File: config.mk
export PLATFORM = sky130hd
export DESIGN_NAME = time_of_day_keeper_unit
export DESIGN_NICKNAME = d
export VERILOG_FILES = /design/src/hw/rtl/todk_pkg.sv /design/src/hw/rtl/time_of_day_keeper_unit.sv
export VERILOG_INCLUDE_DIRS = /design/src /design/src/hw/rtl
export SDC_FILE = /design/constraint.sdc
export NUM_CORES = 1
export LEC_CHECK = 0
export ABC_AREA = 0
export BUFFER_PORTS_ARGS = -buffer_cell sky130_fd_sc_hd__buf_4
export CORE_MARGIN = 2
export CORE_UTILIZATION = 46
export DETAILED_ROUTE_END_ITERATION = 10
export MAX_ROUTING_LAYER = met4
export PLACE_DENSITY_LB_ADDON = 0.1
export SLEW_MARGIN = 20
export SYNTH_ARGS = -nofsm -noshare
export SYNTH_HDL_FRONTEND = slang
export SYNTH_SLANG_ARGS = --single-unit
File: constraint.sdc
create_clock -name aclk -period 12.15 [get_ports aclk]
set_input_delay 1.215 -clock aclk [delete_from_list [all_inputs] [get_ports aclk]]
set_output_delay 1.215 -clock aclk [all_outputs]
set_load 0.02 [all_outputs]
File: src/hw/rtl/time_of_day_keeper_unit_assert.svh
// Assertion macros for the time of day keeper.
`ifndef TIME_OF_DAY_KEEPER_UNIT_ASSERT_SVH
`define TIME_OF_DAY_KEEPER_UNIT_ASSERT_SVH

// Condition holds at every edge out of reset.
`define TODK_ASSERT_ALWAYS(label, cond, msg) \
    label: assert property (@(posedge aclk) disable iff (!aresetn) (cond)) \
        else $error(msg);

// Consequent holds in the same cycle as the antecedent.
`define TODK_ASSERT_IMPL(label, ante, cons, msg) \
    label: assert property (@(posedge aclk) disable iff (!aresetn) (ante) |-> (cons)) \
        else $error(msg);

// Consequent holds in the cycle after the antecedent.
`define TODK_ASSERT_NEXT(label, ante, cons, msg) \
    label: assert property (@(posedge aclk) disable iff (!aresetn) (ante) |=> (cons)) \
        else $error(msg);

`endif

File: src/hw/rtl/todk_pkg.sv
// Constants and types for the time of day keeper.
package todk_pkg;

    localparam int SECS_PER_DAY    = 86400;
    localparam int SECS_PER_HOUR   = 3600;
    localparam int SECS_PER_MINUTE = 60;
    localparam int ROUND_UP_SECOND = 30;
    localparam int HOURS_PER_DAY   = 24;
    localparam int HOURS_PER_HALF  = 12;

    localparam int NSTG = 6;

    localparam logic [1:0] OP_LOAD_HMS = 2'd0;
    localparam logic [1:0] OP_LOAD_CNT = 2'd1;
    localparam logic [1:0] OP_ADVANCE  = 2'd2;
    localparam logic [1:0] OP_NONE     = 2'd3;

    // Seconds-per-day divide: drop the power of two, then multiply by a
    // floor reciprocal of the odd part; estimate is low by at most one.
    localparam int DAY_PRE_SHIFT = 7;
    localparam int DAY_ODD_DIV   = SECS_PER_DAY / (2 ** DAY_PRE_SHIFT);
    localparam int DAY_DIV_SHIFT = 34;
    localparam logic [24:0] DAY_RECIP =
        25'((64'd1 << DAY_DIV_SHIFT) / 64'(DAY_ODD_DIV));

    // Divide by 60: ceiling reciprocal, exact for values below one day.
    localparam int MIN_DIV_SHIFT = 23;
    localparam logic [17:0] MIN_RECIP =
        18'(((64'd1 << MIN_DIV_SHIFT) + 64'(SECS_PER_MINUTE - 1)) / 64'(SECS_PER_MINUTE));

    // Most negative advance that can still land at or after midnight.
    localparam logic signed [31:0] SUB_LIMIT = 32'(1 - SECS_PER_DAY);

    typedef enum logic [2:0] {
        KIND_HOLD     = 3'd0,
        KIND_LOAD_HMS = 3'd1,
        KIND_LOAD     = 3'd2,
        KIND_ADD      = 3'd3,
        KIND_SUB      = 3'd4
    } step_kind_t;

endpackage

File: src/hw/rtl/time_of_day_keeper_unit.sv
// Time of day keeper: pipelined h:m:s counter with load, count load and advance.
//
// Input channel s_*: one word carries an operation, h:m:s load fields and a
// signed 32-bit amount. Operation 0 loads h:m:s (out-of-range fields read as
// zero), 1 loads a seconds count, 2 advances by the amount, 3 keeps the time.
// Negative counts and totals clamp to midnight; others wrap at one day.
// Output channel m_*: one word per input word, in order: the new time, the
// seconds since midnight and a rounded 12-hour view with an after-noon flag.
// A word passes through stage registers p0 to p4 and then the time registers;
// a final register forms the outputs. Throughput: one word per cycle while
// the receiver keeps m_ready high. The amount is reduced and split into h:m:s
// in five pipeline stages that do not depend on the current time; the time
// registers then take a mixed-radix add or subtract, so back to back advances chain without stalls.
// Reset (aresetn low, synchronous) empties the pipeline and sets the time
// to 23:59:59. When the receiver stalls, words keep moving into empty
// stages; s_ready drops only once every stage holds a word.
`include "time_of_day_keeper_unit_assert.svh"

module time_of_day_keeper_unit (
    input  logic               aclk,
    input  logic               aresetn,
    input  logic               s_valid,
    output logic               s_ready,
    input  logic [1:0]         s_operation,
    input  logic [4:0]         s_hour_value,
    input  logic [5:0]         s_minute_value,
    input  logic [5:0]         s_second_value,
    input  logic signed [31:0] s_amount,
    output logic               m_valid,
    input  logic               m_ready,
    output logic [4:0]         m_hour_of_day,
    output logic [5:0]         m_minute_of_hour,
    output logic [5:0]         m_second_of_minute,
    output logic [16:0]        m_seconds_since_midnight,
    output logic [3:0]         m_clock12_hour,
    output logic [5:0]         m_rounded_minute,
    output logic               m_after_noon
);

    // handshake
    logic [todk_pkg::NSTG-1:0] vld_reg;
    logic [todk_pkg::NSTG-1:0] rdy;
    logic [todk_pkg::NSTG-1:0] take;
    logic                      out_rdy;
    logic                      m_valid_reg;

    // stage 0: magnitude and day quotient estimate
    todk_pkg::step_kind_t s0_kind;
    logic [30:0]          s0_a;
    logic [31:0]          s0_neg_amt;
    logic                 s0_big_neg;
    logic [48:0]          s0_prod;
    logic [4:0]           s0_ld_h;
    logic [5:0]           s0_ld_m;
    logic [5:0]           s0_ld_s;
    todk_pkg::step_kind_t p0_kind_reg;
    logic [30:0]          p0_a_reg;
    logic [14:0]          p0_q_reg;
    logic [4:0]           p0_ld_h_reg;
    logic [5:0]           p0_ld_m_reg;
    logic [5:0]           p0_ld_s_reg;

    // stage 1: remainder within the day
    logic [31:0]          s1_r_raw;
    logic [31:0]          s1_r;
    todk_pkg::step_kind_t p1_kind_reg;
    logic [16:0]          p1_r_reg;
    logic [4:0]           p1_ld_h_reg;
    logic [5:0]           p1_ld_m_reg;
    logic [5:0]           p1_ld_s_reg;

    // stage 2: total minutes
    logic [34:0]          s2_prod;
    todk_pkg::step_kind_t p2_kind_reg;
    logic [16:0]          p2_r_reg;
    logic [10:0]          p2_mt_reg;
    logic [4:0]           p2_ld_h_reg;
    logic [5:0]           p2_ld_m_reg;
    logic [5:0]           p2_ld_s_reg;

    // stage 3: seconds and hours
    logic [16:0]          s3_s;
    logic [28:0]          s3_prod;
    todk_pkg::step_kind_t p3_kind_reg;
    logic [10:0]          p3_mt_reg;
    logic [4:0]           p3_h_reg;
    logic [5:0]           p3_s_reg;
    logic [4:0]           p3_ld_h_reg;
    logic [5:0]           p3_ld_m_reg;
    logic [5:0]           p3_ld_s_reg;

    // stage 4: minutes, operand select
    logic [10:0]          s4_m;
    todk_pkg::step_kind_t p4_kind_reg;
    logic [4:0]           p4_h_reg;
    logic [5:0]           p4_m_reg;
    logic [5:0]           p4_s_reg;

    // stage 5: time of day
    logic [4:0]           hour_reg;
    logic [5:0]           minute_reg;
    logic [5:0]           second_reg;
    logic [4:0]           hour_next;
    logic [5:0]           minute_next;
    logic [5:0]           second_next;
    logic [6:0]           add_s;
    logic [6:0]           add_m;
    logic [5:0]           add_h;
    logic                 add_c1;
    logic                 add_c2;
    logic [6:0]           sub_s;
    logic [6:0]           sub_m;
    logic [5:0]           sub_h;

    // output stage
    logic [16:0]          o_sod;
    logic [6:0]           o_rm_sum;
    logic                 o_rm_carry;
    logic [5:0]           o_rm;
    logic [4:0]           o_rh_sum;
    logic [4:0]           o_rh;
    logic                 o_pm;
    logic [4:0]           o_h12_raw;
    logic [3:0]           o_h12;
    logic [4:0]           out_h_reg;
    logic [5:0]           out_m_reg;
    logic [5:0]           out_s_reg;
    logic [16:0]          out_sod_reg;
    logic [3:0]           out_h12_reg;
    logic [5:0]           out_rm_reg;
    logic                 out_pm_reg;

    // ---------------- handshake ----------------
    assign out_rdy = !m_valid_reg || m_ready;

    always_comb begin
        rdy[todk_pkg::NSTG-1] = !vld_reg[todk_pkg::NSTG-1] || out_rdy;
        for (int k = todk_pkg::NSTG - 2; k >= 0; k--) begin
            rdy[k] = !vld_reg[k] || rdy[k+1];
        end
        take[0] = rdy[0] && s_valid;
        for (int k = 1; k < todk_pkg::NSTG; k++) begin
            take[k] = rdy[k] && vld_reg[k-1];
        end
    end

    assign s_ready = rdy[0];
    assign m_valid = m_valid_reg;

    always_ff @(posedge aclk) begin
        if (!aresetn) begin
            vld_reg     <= '0;
            m_valid_reg <= 1'b0;
        end else begin
            if (rdy[0]) begin
                vld_reg[0] <= s_valid;
            end
            for (int k = 1; k < todk_pkg::NSTG; k++) begin
                if (rdy[k]) begin
                    vld_reg[k] <= vld_reg[k-1];
                end
            end
            if (out_rdy) begin
                m_valid_reg <= vld_reg[todk_pkg::NSTG-1];
            end
        end
    end

    // ---------------- stage 0 ----------------
    assign s0_neg_amt = 32'd0 - 32'(s_amount);
    assign s0_big_neg = s_amount < todk_pkg::SUB_LIMIT;
    assign s0_ld_h = (s_hour_value < 5'(todk_pkg::HOURS_PER_DAY)) ? s_hour_value : 5'd0;
    assign s0_ld_m = (s_minute_value < 6'(todk_pkg::SECS_PER_MINUTE)) ? s_minute_value : 6'd0;
    assign s0_ld_s = (s_second_value < 6'(todk_pkg::SECS_PER_MINUTE)) ? s_second_value : 6'd0;

    always_comb begin
        s0_kind = todk_pkg::KIND_HOLD;
        s0_a    = '0;
        unique case (s_operation)
            todk_pkg::OP_LOAD_HMS: begin
                s0_kind = todk_pkg::KIND_LOAD_HMS;
            end
            todk_pkg::OP_LOAD_CNT: begin
                s0_kind = todk_pkg::KIND_LOAD;
                s0_a    = s_amount[31] ? 31'd0 : s_amount[30:0];
            end
            todk_pkg::OP_ADVANCE: begin
                priority if (!s_amount[31]) begin
                    s0_kind = todk_pkg::KIND_ADD;
                    s0_a    = s_amount[30:0];
                end else if (s0_big_neg) begin
                    s0_kind = todk_pkg::KIND_LOAD;
                end else begin
                    s0_kind = todk_pkg::KIND_SUB;
                    s0_a    = s0_neg_amt[30:0];
                end
            end
            todk_pkg::OP_NONE: begin
                s0_kind = todk_pkg::KIND_HOLD;
            end
        endcase
    end

    assign s0_prod = 49'(s0_a[30:todk_pkg::DAY_PRE_SHIFT]) * 49'(todk_pkg::DAY_RECIP);

    always_ff @(posedge aclk) begin
        if (take[0]) begin
            p0_kind_reg <= s0_kind;
            p0_a_reg    <= s0_a;
            p0_q_reg    <= s0_prod[todk_pkg::DAY_DIV_SHIFT +: 15];
            p0_ld_h_reg <= s0_ld_h;
            p0_ld_m_reg <= s0_ld_m;
            p0_ld_s_reg <= s0_ld_s;
        end
    end

    // ---------------- stage 1 ----------------
    assign s1_r_raw = 32'(p0_a_reg) - 32'(p0_q_reg) * 32'(todk_pkg::SECS_PER_DAY);
    assign s1_r = (s1_r_raw >= 32'(todk_pkg::SECS_PER_DAY))
                ? s1_r_raw - 32'(todk_pkg::SECS_PER_DAY) : s1_r_raw;

    always_ff @(posedge aclk) begin
        if (take[1]) begin
            p1_kind_reg <= p0_kind_reg;
            p1_r_reg    <= s1_r[16:0];
            p1_ld_h_reg <= p0_ld_h_reg;
            p1_ld_m_reg <= p0_ld_m_reg;
            p1_ld_s_reg <= p0_ld_s_reg;
        end
    end

    // ---------------- stage 2 ----------------
    assign s2_prod = 35'(p1_r_reg) * 35'(todk_pkg::MIN_RECIP);

    always_ff @(posedge aclk) begin
        if (take[2]) begin
            p2_kind_reg <= p1_kind_reg;
            p2_r_reg    <= p1_r_reg;
            p2_mt_reg   <= s2_prod[todk_pkg::MIN_DIV_SHIFT +: 11];
            p2_ld_h_reg <= p1_ld_h_reg;
            p2_ld_m_reg <= p1_ld_m_reg;
            p2_ld_s_reg <= p1_ld_s_reg;
        end
    end

    // ---------------- stage 3 ----------------
    assign s3_s    = p2_r_reg - 17'(p2_mt_reg) * 17'(todk_pkg::SECS_PER_MINUTE);
    assign s3_prod = 29'(p2_mt_reg) * 29'(todk_pkg::MIN_RECIP);

    always_ff @(posedge aclk) begin
        if (take[3]) begin
            p3_kind_reg <= p2_kind_reg;
            p3_mt_reg   <= p2_mt_reg;
            p3_h_reg    <= s3_prod[todk_pkg::MIN_DIV_SHIFT +: 5];
            p3_s_reg    <= s3_s[5:0];
            p3_ld_h_reg <= p2_ld_h_reg;
            p3_ld_m_reg <= p2_ld_m_reg;
            p3_ld_s_reg <= p2_ld_s_reg;
        end
    end

    // ---------------- stage 4 ----------------
    assign s4_m = p3_mt_reg - 11'(p3_h_reg) * 11'(todk_pkg::SECS_PER_MINUTE);

    always_ff @(posedge aclk) begin
        if (take[4]) begin
            p4_kind_reg <= p3_kind_reg;
            if (p3_kind_reg == todk_pkg::KIND_LOAD_HMS) begin
                p4_h_reg <= p3_ld_h_reg;
                p4_m_reg <= p3_ld_m_reg;
                p4_s_reg <= p3_ld_s_reg;
            end else begin
                p4_h_reg <= p3_h_reg;
                p4_m_reg <= s4_m[5:0];
                p4_s_reg <= p3_s_reg;
            end
        end
    end

    // ---------------- stage 5: time registers ----------------
    // add with carries, wrap at one day
    assign add_s  = {1'b0, second_reg} + {1'b0, p4_s_reg};
    assign add_c1 = add_s >= 7'(todk_pkg::SECS_PER_MINUTE);
    assign add_m  = {1'b0, minute_reg} + {1'b0, p4_m_reg} + 7'(add_c1);
    assign add_c2 = add_m >= 7'(todk_pkg::SECS_PER_MINUTE);
    assign add_h  = {1'b0, hour_reg} + {1'b0, p4_h_reg} + 6'(add_c2);

    // subtract with borrows, clamp at midnight
    assign sub_s = {1'b0, second_reg} - {1'b0, p4_s_reg};
    assign sub_m = {1'b0, minute_reg} - {1'b0, p4_m_reg} - 7'(sub_s[6]);
    assign sub_h = {1'b0, hour_reg} - {1'b0, p4_h_reg} - 6'(sub_m[6]);

    always_comb begin
        hour_next   = hour_reg;
        minute_next = minute_reg;
        second_next = second_reg;
        unique case (p4_kind_reg)
            todk_pkg::KIND_HOLD: begin
                hour_next   = hour_reg;
            end
            todk_pkg::KIND_LOAD_HMS,
            todk_pkg::KIND_LOAD: begin
                hour_next   = p4_h_reg;
                minute_next = p4_m_reg;
                second_next = p4_s_reg;
            end
            todk_pkg::KIND_ADD: begin
                second_next = add_c1 ? 6'(add_s - 7'(todk_pkg::SECS_PER_MINUTE)) : add_s[5:0];
                minute_next = add_c2 ? 6'(add_m - 7'(todk_pkg::SECS_PER_MINUTE)) : add_m[5:0];
                hour_next   = (add_h >= 6'(todk_pkg::HOURS_PER_DAY))
                            ? 5'(add_h - 6'(todk_pkg::HOURS_PER_DAY)) : add_h[4:0];
            end
            todk_pkg::KIND_SUB: begin
                if (sub_h[5]) begin
                    hour_next   = 5'd0;
                    minute_next = 6'd0;
                    second_next = 6'd0;
                end else begin
                    second_next = sub_s[6] ? 6'(sub_s + 7'(todk_pkg::SECS_PER_MINUTE))
                                           : sub_s[5:0];
                    minute_next = sub_m[6] ? 6'(sub_m + 7'(todk_pkg::SECS_PER_MINUTE))
                                           : sub_m[5:0];
                    hour_next   = sub_h[4:0];
                end
            end
            default: begin
                hour_next   = hour_reg;
            end
        endcase
    end

    always_ff @(posedge aclk) begin
        if (!aresetn) begin
            hour_reg   <= 5'(todk_pkg::HOURS_PER_DAY - 1);
            minute_reg <= 6'(todk_pkg::SECS_PER_MINUTE - 1);
            second_reg <= 6'(todk_pkg::SECS_PER_MINUTE - 1);
        end else if (take[5]) begin
            hour_reg   <= hour_next;
            minute_reg <= minute_next;
            second_reg <= second_next;
        end
    end

    // ---------------- output stage ----------------
    assign o_sod = 17'(hour_reg) * 17'(todk_pkg::SECS_PER_HOUR)
                 + 17'(minute_reg) * 17'(todk_pkg::SECS_PER_MINUTE)
                 + 17'(second_reg);

    assign o_rm_sum   = {1'b0, minute_reg}
                      + 7'(second_reg >= 6'(todk_pkg::ROUND_UP_SECOND));
    assign o_rm_carry = o_rm_sum == 7'(todk_pkg::SECS_PER_MINUTE);
    assign o_rm       = o_rm_carry ? 6'd0 : o_rm_sum[5:0];
    assign o_rh_sum   = hour_reg + 5'(o_rm_carry);
    assign o_rh       = (o_rh_sum == 5'(todk_pkg::HOURS_PER_DAY)) ? 5'd0 : o_rh_sum;
    assign o_pm       = o_rh >= 5'(todk_pkg::HOURS_PER_HALF);
    assign o_h12_raw  = o_pm ? o_rh - 5'(todk_pkg::HOURS_PER_HALF) : o_rh;
    assign o_h12      = (o_h12_raw == 5'd0) ? 4'(todk_pkg::HOURS_PER_HALF) : o_h12_raw[3:0];

    always_ff @(posedge aclk) begin
        if (out_rdy && vld_reg[todk_pkg::NSTG-1]) begin
            out_h_reg   <= hour_reg;
            out_m_reg   <= minute_reg;
            out_s_reg   <= second_reg;
            out_sod_reg <= o_sod;
            out_h12_reg <= o_h12;
            out_rm_reg  <= o_rm;
            out_pm_reg  <= o_pm;
        end
    end

    assign m_hour_of_day            = out_h_reg;
    assign m_minute_of_hour         = out_m_reg;
    assign m_second_of_minute       = out_s_reg;
    assign m_seconds_since_midnight = out_sod_reg;
    assign m_clock12_hour           = out_h12_reg;
    assign m_rounded_minute         = out_rm_reg;
    assign m_after_noon             = out_pm_reg;

    // ---------------- assertions ----------------
    `TODK_ASSERT_ALWAYS(a_time_range, (hour_reg < 5'd24) && (minute_reg < 6'd60) && (second_reg < 6'd60), "time of day out of range")
    `TODK_ASSERT_IMPL(a_day_rem_range, vld_reg[1], p1_r_reg < 17'(todk_pkg::SECS_PER_DAY), "day remainder out of range")
    `TODK_ASSERT_IMPL(a_split_range, vld_reg[4], (p4_h_reg < 5'd24) && (p4_m_reg < 6'd60) && (p4_s_reg < 6'd60), "split operand out of range")
    `TODK_ASSERT_NEXT(a_time_hold, !take[5], $stable(hour_reg) && $stable(minute_reg) && $stable(second_reg), "time changed without a word")
    `TODK_ASSERT_IMPL(a_out_source, $rose(m_valid_reg), $past(vld_reg[todk_pkg::NSTG-1]), "result without a word in the last stage")

endmodule
Word-level counts from Yosys, hierarchy flattened
Cells that the tools add are included.
{"block": "word_totals", "reg_bits": 266, "inputBits": 55, "word_cells": 148}
{"block": "classes", "add_sub_neg": 25, "multipliers": 8, "n_lt_le_gt_ge": 10, "eq_ne": 10, "muxes": 24, "n_reduce_logical": 26}
{"operator": "31-bit 2-to-1 mux", "count": 3}
{"operator": "31-bit one-hot mux with 2 select lines", "count": 1}
{"operator": "24-bit by 24-bit multiplier with 48-bit output, second input constant", "count": 1}
{"operator": "6-bit 2-to-1 mux", "count": 8}
{"operator": "6-bit one-hot mux with 3 select lines", "count": 2}
{"operator": "17-bit by 18-bit multiplier with 34-bit output, second input constant", "count": 1}
{"operator": "32-bit by 17-bit >= comparator with 1-bit output, second input constant", "count": 1}
{"operator": "32-bit by 18-bit less-than comparator with 1-bit output, second input constant", "count": 1}
{"operator": "31-bit by 32-bit subtractor with 32-bit output", "count": 1}
{"operator": "1-bit by 31-bit subtractor with 31-bit output, first input constant", "count": 1}
{"operator": "11-bit by 18-bit multiplier with 28-bit output, second input constant", "count": 1}
{"operator": "15-bit by 10-bit multiplier with 25-bit output, second input constant", "count": 1}
{"operator": "5-bit 2-to-1 mux", "count": 5}
{"operator": "17-bit by 12-bit adder with 17-bit output", "count": 1}
{"operator": "17-bit by 6-bit adder with 17-bit output", "count": 1}
{"operator": "17-bit 2-to-1 mux", "count": 1}
{"operator": "17-bit subtractor, second input constant", "count": 1}
{"operator": "5-bit one-hot mux with 3 select lines", "count": 1}
{"operator": "6-bit by 6-bit adder with 7-bit output", "count": 2}
{"operator": "7-bit by 6-bit >= comparator with 1-bit output, second input constant", "count": 2}
{"operator": "6-bit by 6-bit subtractor with 7-bit output", "count": 2}
{"operator": "5-bit by 8-bit multiplier with 13-bit output, second input constant", "count": 1}
{"operator": "6-bit adder, second input constant", "count": 2}
{"operator": "6-bit by 5-bit >= comparator with 1-bit output, second input constant", "count": 2}
{"operator": "other kinds (35)", "count": 60}

Logic depth before layout (Yosys ltp)
{"block": "logic_depth", "ltp_word": 9, "ltp_mapped": 41, "ltp_nobuf": 40}

Worst setup path before layout
OpenSTA, ideal clock, no wires.
{"block": "synth_timing", "kind": "input to register", "startpoint": "in s_amount[0]", "endpoint": "reg p0_q_reg[14], data pin", "t_arrival_ps": 9366, "t_required_ps": 11890, "setup_slack_ps": 2524, "path_stages": 39, "path_buffers": 2, "path_cell_list": "inv_1 -> ha_1 -> nor3b_2 -> nand2_1 -> a21oi_1 -> nor2_1 -> o21ai_0 -> nand2b_1 -> a21oi_1 -> nor4_1 -> ha_1 -> nand3b_1 -> clkbuf_1 -> buf_2 -> nor4_1 -> o21ai_0 -> a21oi_1 -> fa_1 -> (+3 left out) -> fa_1 -> inv_1 -> fa_1 -> fa_1 -> inv_1 -> fa_1 -> inv_1 -> ha_1 -> a21oi_1 -> o21ai_0 -> a221oi_1 -> nand4_1 -> a21oi_1 -> a211o_1 -> nand3_1 -> a31oi_1 -> o21bai_1 -> xnor2_1"}
{"block": "synth_between", "elab_chain_len": 5}
{"element": "start, declared", "line": "time_of_day_keeper_unit.sv:28", "source": "input logic signed [31:0] s_amount,"}
{"element": "1-bit by 31-bit subtractor with 31-bit output or 32-bit by 18-bit less-than comparator with 1-bit output (tied branches)", "line": "time_of_day_keeper_unit.sv:170, time_of_day_keeper_unit.sv:171"}
{"element": "31-bit 2-to-1 mux (*)", "line": "time_of_day_keeper_unit.sv:191", "source": "end else if (s0_big_neg) begin"}
{"element": "31-bit 2-to-1 mux (*)", "line": "time_of_day_keeper_unit.sv:188", "source": "priority if (!s_amount[31]) begin"}
{"element": "31-bit one-hot mux with 2 select lines (*)", "line": "time_of_day_keeper_unit.sv:179", "source": "unique case (s_operation)"}
{"element": "via s0_a[18]", "line": "time_of_day_keeper_unit.sv:49", "source": "logic [30:0] s0_a;"}
{"element": "24-bit by 24-bit multiplier with 48-bit output (*)", "line": "time_of_day_keeper_unit.sv:204", "source": "assign s0_prod = 49'(s0_a[30:todk_pkg::DAY_PRE_SHIFT]) * 49'(todk_pkg::DAY_RECIP);"}
{"element": "via s0_prod[48]", "line": "time_of_day_keeper_unit.sv:52", "source": "logic [48:0] s0_prod;"}
{"element": "end signal, assigned", "line": "time_of_day_keeper_unit.sv:210", "source": "p0_q_reg <= s0_prod[todk_pkg::DAY_DIV_SHIFT +: 15];"}
{"element": "end, declared", "line": "time_of_day_keeper_unit.sv:58", "source": "logic [14:0] p0_q_reg;"}
The timed path passes the listed nets; every way through them passes the cells marked *.
A chain may end at the register's enable or synchronous reset.

Worst setup path in the final report
Ends and elaborated chain as after synthesis.

==> impl_metrics.csv <==
group,metric,value,unit
synthesis,netlist-cell-type-count,88,
synthesis,dominant_combinational_cell_family_by_area_after_synthesis,"adder cells",
timing,worst_pin_slew,1.07,ns
timing,maxSlewViolCount,0,
global_route,grt_pass1_wl,120,mm
floorplan,die_x,264,um
global_route,first_global_vias,22500,
placed_design,place.detailed.instances,3930,
critical_path,critical_path.endpoint_type,"flop",
synthesis,syn-num-nets,3975,
clock_network,clock-root-buffer,"sky130_fd_sc_hd__clkbuf_16",
timing,final-setup-viol-count,0,
routing,firstDrtPassIters,7,
synthesis,synth-simple-area-share,8.12,%
hold_path,hold_endpoint,"p3_ld_h_reg[3]",
job,timing.max_cap.violations,0,
floorplan,floorplan.die.height,264,um
timing,clock_skew,0.0227,ns
floorplan,ios,102,
global_route,grt_util_overall,22.4,%
clock_network,clock_insertion_delay_worst_skew,0.54,ns
routing,antenna_left,0,
timing,post-route-min-period,10.42,ns
timing,grt_setup_unrepaired,"false",
finish,layout.cells.non_filler,3991,
finish,number_of_flip_flops_under_the_largest_register_name,31,
clock_network,path_clk_slew,0.06,ns
status,run_status,"finished clean",
floorplan,core_box_area,66900,sq um
synthesis,synth_area_in_adders,44.3,%
timing,max_slew_margin,28.7,%
synthesis,ys_async_sr_fraction,0,%
critical_path,peak_fanout_along_the_critical_path,11,
timing,hold_violations,0,
synthesis,seq_area_frac_synth,24.8,%
synthesis,post_synth_xor_area_fraction,4.07,%
routing,drt-vias-per-instance,5.31,
routing,totalWireLength,73.6,mm
clock_network,cts.htree.levels,2,
synthesis,post_synthesis_compound_gate_area_fraction,10.3,%
clock_network,clock_sinks,264,
timing,finalSetupTns,0,ns
finish,final_core_util,50.8,%
timing,post-route-period-util,85.8,%
synthesis,synth.area.mux_share,0.981,%
critical_path,flop_to_flop_setup_slack,3.72,ns
hold_path,timing.hold.worst_path_depth,0,
global_route,number_of_antenna_violations_at_the_first_check_in_global_routing,1,
clock_network,cts-buffers-inserted,34,
critical_path,crit_path_frequent_cell,"sky130_fd_sc_hd__inv_1",
global_route,globalRouteOverflowTotal,0,
timing,fmax,96.0,MHz
critical_path,reg2regPathDepth,30,
critical_path,r2r-end,"p1_r_reg[8]",
synthesis,ys_seq_elements,264,
floorplan,start_util,46.3,%
clock_network,post_cts.resized_instances,0,
critical_path,start_kind,"input pin",
synthesis,synth_top_flop_cell,"sky130_fd_sc_hd__edfxtp_1",
synthesis,synth_edf_count,240,
clock_network,maximum_root_to_sink_buffer_count,3,
hold_path,hold_path.startpoint,"p2_ld_h_reg[3]",
synthesis,synthesis.area_per_instance,10.4,sq um
timing,timing.hold.ws,0.415,ns
clock_network,post-cts-setup-buffer-count,0,
critical_path,reg2reg_from,"p0_q_reg[4]",
critical_path,cp_data_required_time,12.42,ns
routing,detail_route.wl_per_cell,18.5,um
critical_path,worstPathArrival,10.69,ns
critical_path,critical_path_class,"input pin to flop",
routing,dr_total_vias,21200,
clock_network,post_cts_hold_buffer_count,0,
synthesis,syn_area,31000,sq um
synthesis,yosys_warnings,0,
global_route,pin_count_of_the_biggest_net_entering_global_routing,67,
clock_network,cts_tree,"built",
finish,drive_gt1_share,7.51,%
critical_path,crit_slowest_cell,"sky130_fd_sc_hd__nor2_1",
finish,synthToLayoutAreaGrowth,9.74,%
floorplan,number_of_cell_rows,95,
critical_path,cpPeakStageDelay,0.75,ns
synthesis,post_synth_inst_count,2973,
finish,fin_nets,4095,
placed_design,detailedPlacementHpwl,60.4,mm
floorplan,die_area,69500,sq um
hold_path,min_path_type,"flop to flop",
placed_design,port_buffers,101,
placed_design,final_weighted_congestion_in_routability_driven_placement,0.907,
routing,drtIter0Drc,905,
routing,detail_route.drc_violations,0,
==> through the flow <==
stage	area [sq um]	setup slack, ns
6_report	34000	1.73
5_1_grt	34000	0.926
4_1_cts	34000	1.67
3_5_place_dp	32900	1.13
3_3_place_gp	32900	1.32
2_1_floorplan	31000	2.52
==> worst max-delay path by stage <==
stage / startpoint / to / slack, ns / depth (start not counted)
final: s_amount[0] / p0_q_reg[14] / 1.73 / 40
after global routing: s_amount[0] / p0_q_reg[14] / 0.93 / 40
after CTS: s_amount[0] / p0_q_reg[14] / 1.67 / 40
after detailed placement: s_amount[0] / p0_q_reg[14] / 1.13 / 40
after global placement: s_amount[0] / p0_q_reg[14] / 1.32 / 40
after floorplan: s_amount[0] / p0_q_reg[14] / 2.52 / 39
==> cell usage in the layout (no fill, tap or decap), types with 16 or more instances in the layout <==
cell type	Yosys	final
sky130_fd_sc_hd__ha_1	694	694
sky130_fd_sc_hd__mux2_2	18	18
sky130_fd_sc_hd__nand3_1	23	23
sky130_fd_sc_hd__and2_1	28	28
sky130_fd_sc_hd__clkbuf_16	0	36
sky130_fd_sc_hd__edfxtp_1	240	240
sky130_fd_sc_hd__nor2_1	136	136
sky130_fd_sc_hd__a31oi_1	22	22
sky130_fd_sc_hd__or3_1	16	16
sky130_fd_sc_hd__nand2_1	127	127
sky130_fd_sc_hd__xor2_1	43	43
sky130_fd_sc_hd__o21bai_1	26	26
sky130_fd_sc_hd__xnor2_1	101	101
sky130_fd_sc_hd__and3_1	20	20
sky130_fd_sc_hd__fa_1	253	253
sky130_fd_sc_hd__dfxtp_1	24	24
sky130_fd_sc_hd__inv_1	566	566
sky130_fd_sc_hd__o21ai_0	73	73
sky130_fd_sc_hd__o211ai_1	17	17
sky130_fd_sc_hd__nand4_1	23	23
sky130_fd_sc_hd__nor2b_1	24	20
sky130_fd_sc_hd__nand2b_1	16	16
sky130_fd_sc_hd__nor3_1	33	33
sky130_fd_sc_hd__o21a_1	19	19
sky130_fd_sc_hd__buf_4	3	122
sky130_fd_sc_hd__a21o_1	62	62
sky130_fd_sc_hd__a21oi_1	136	133
==> critical path, delay by kind of cell <==
kind / cells / cell delay (ns)
AO/OA/AOI/OAI: 12 / 2.06
buffers and inverters: 7 / 0.89
XOR/XNOR: 1 / 0.13
AND/OR/NAND/NOR: 10 / 2.45
adder cells (fa/ha/maj): 10 / 3.94
==> synth_stat cells, types with 17 or more instances <==
master                     instances  area, sq um
sky130_fd_sc_hd__ha_1            694         8680
sky130_fd_sc_hd__inv_1           566         2120
sky130_fd_sc_hd__fa_1            253         5060
sky130_fd_sc_hd__edfxtp_1        240         7210
sky130_fd_sc_hd__a21oi_1         136          681
sky130_fd_sc_hd__nor2_1          136          510
sky130_fd_sc_hd__nand2_1         127          477
sky130_fd_sc_hd__xnor2_1         101          885
sky130_fd_sc_hd__o21ai_0          73          365
sky130_fd_sc_hd__a21o_1           62          465
sky130_fd_sc_hd__xor2_1           43          377
sky130_fd_sc_hd__nor3_1           33          165
sky130_fd_sc_hd__and2_1           28          175
sky130_fd_sc_hd__clkbuf_1         27          101
sky130_fd_sc_hd__o21bai_1         26          195
sky130_fd_sc_hd__dfxtp_1          24          480
sky130_fd_sc_hd__nor2b_1          24          150
sky130_fd_sc_hd__nand3_1          23          115
sky130_fd_sc_hd__nand4_1          23          144
sky130_fd_sc_hd__a31oi_1          22          138
sky130_fd_sc_hd__and3_1           20          125
sky130_fd_sc_hd__o21a_1           19          143
sky130_fd_sc_hd__mux2_2           18          203
sky130_fd_sc_hd__o211ai_1         17          128
==> final cells by class <==
class	instances	area (sq um)
Tap cell	873	1090
Multi-Input combinational cell	2103	21100
Clock buffer	46	958
Inverter	567	2130
Sequential cell	264	7690
Fill cell	6099	32900
Antenna cell	1	2.50
Timing Repair Buffer	123	936
Clock inverter	14	134
==> cell families (layout without fill, tap and decap cells) <==
family,after synthesis,count (layout)
AO/OA/AOI/OAI,485,485
AND/OR/NAND/NOR,499,499
buffers and inverters,606,750
multiplexers,28,28
XOR/XNOR,144,144
flip-flops,264,264
adder cells (fa/ha/maj),947,947
other,0,1
==> per-layer routing <==
metal	up-vias	global-route usage [%]	wire length (um)
li1	10500	-	-
met1	10300	27.6	33100
met2	300	39.4	36700
met3	94	2.19	2000
met4	0	5.56	1870
met5	-	-	0
Power is left out: the tool's default activity adds up to more than one toggle a clock period on the data nets, which glitch-free logic cannot reach.
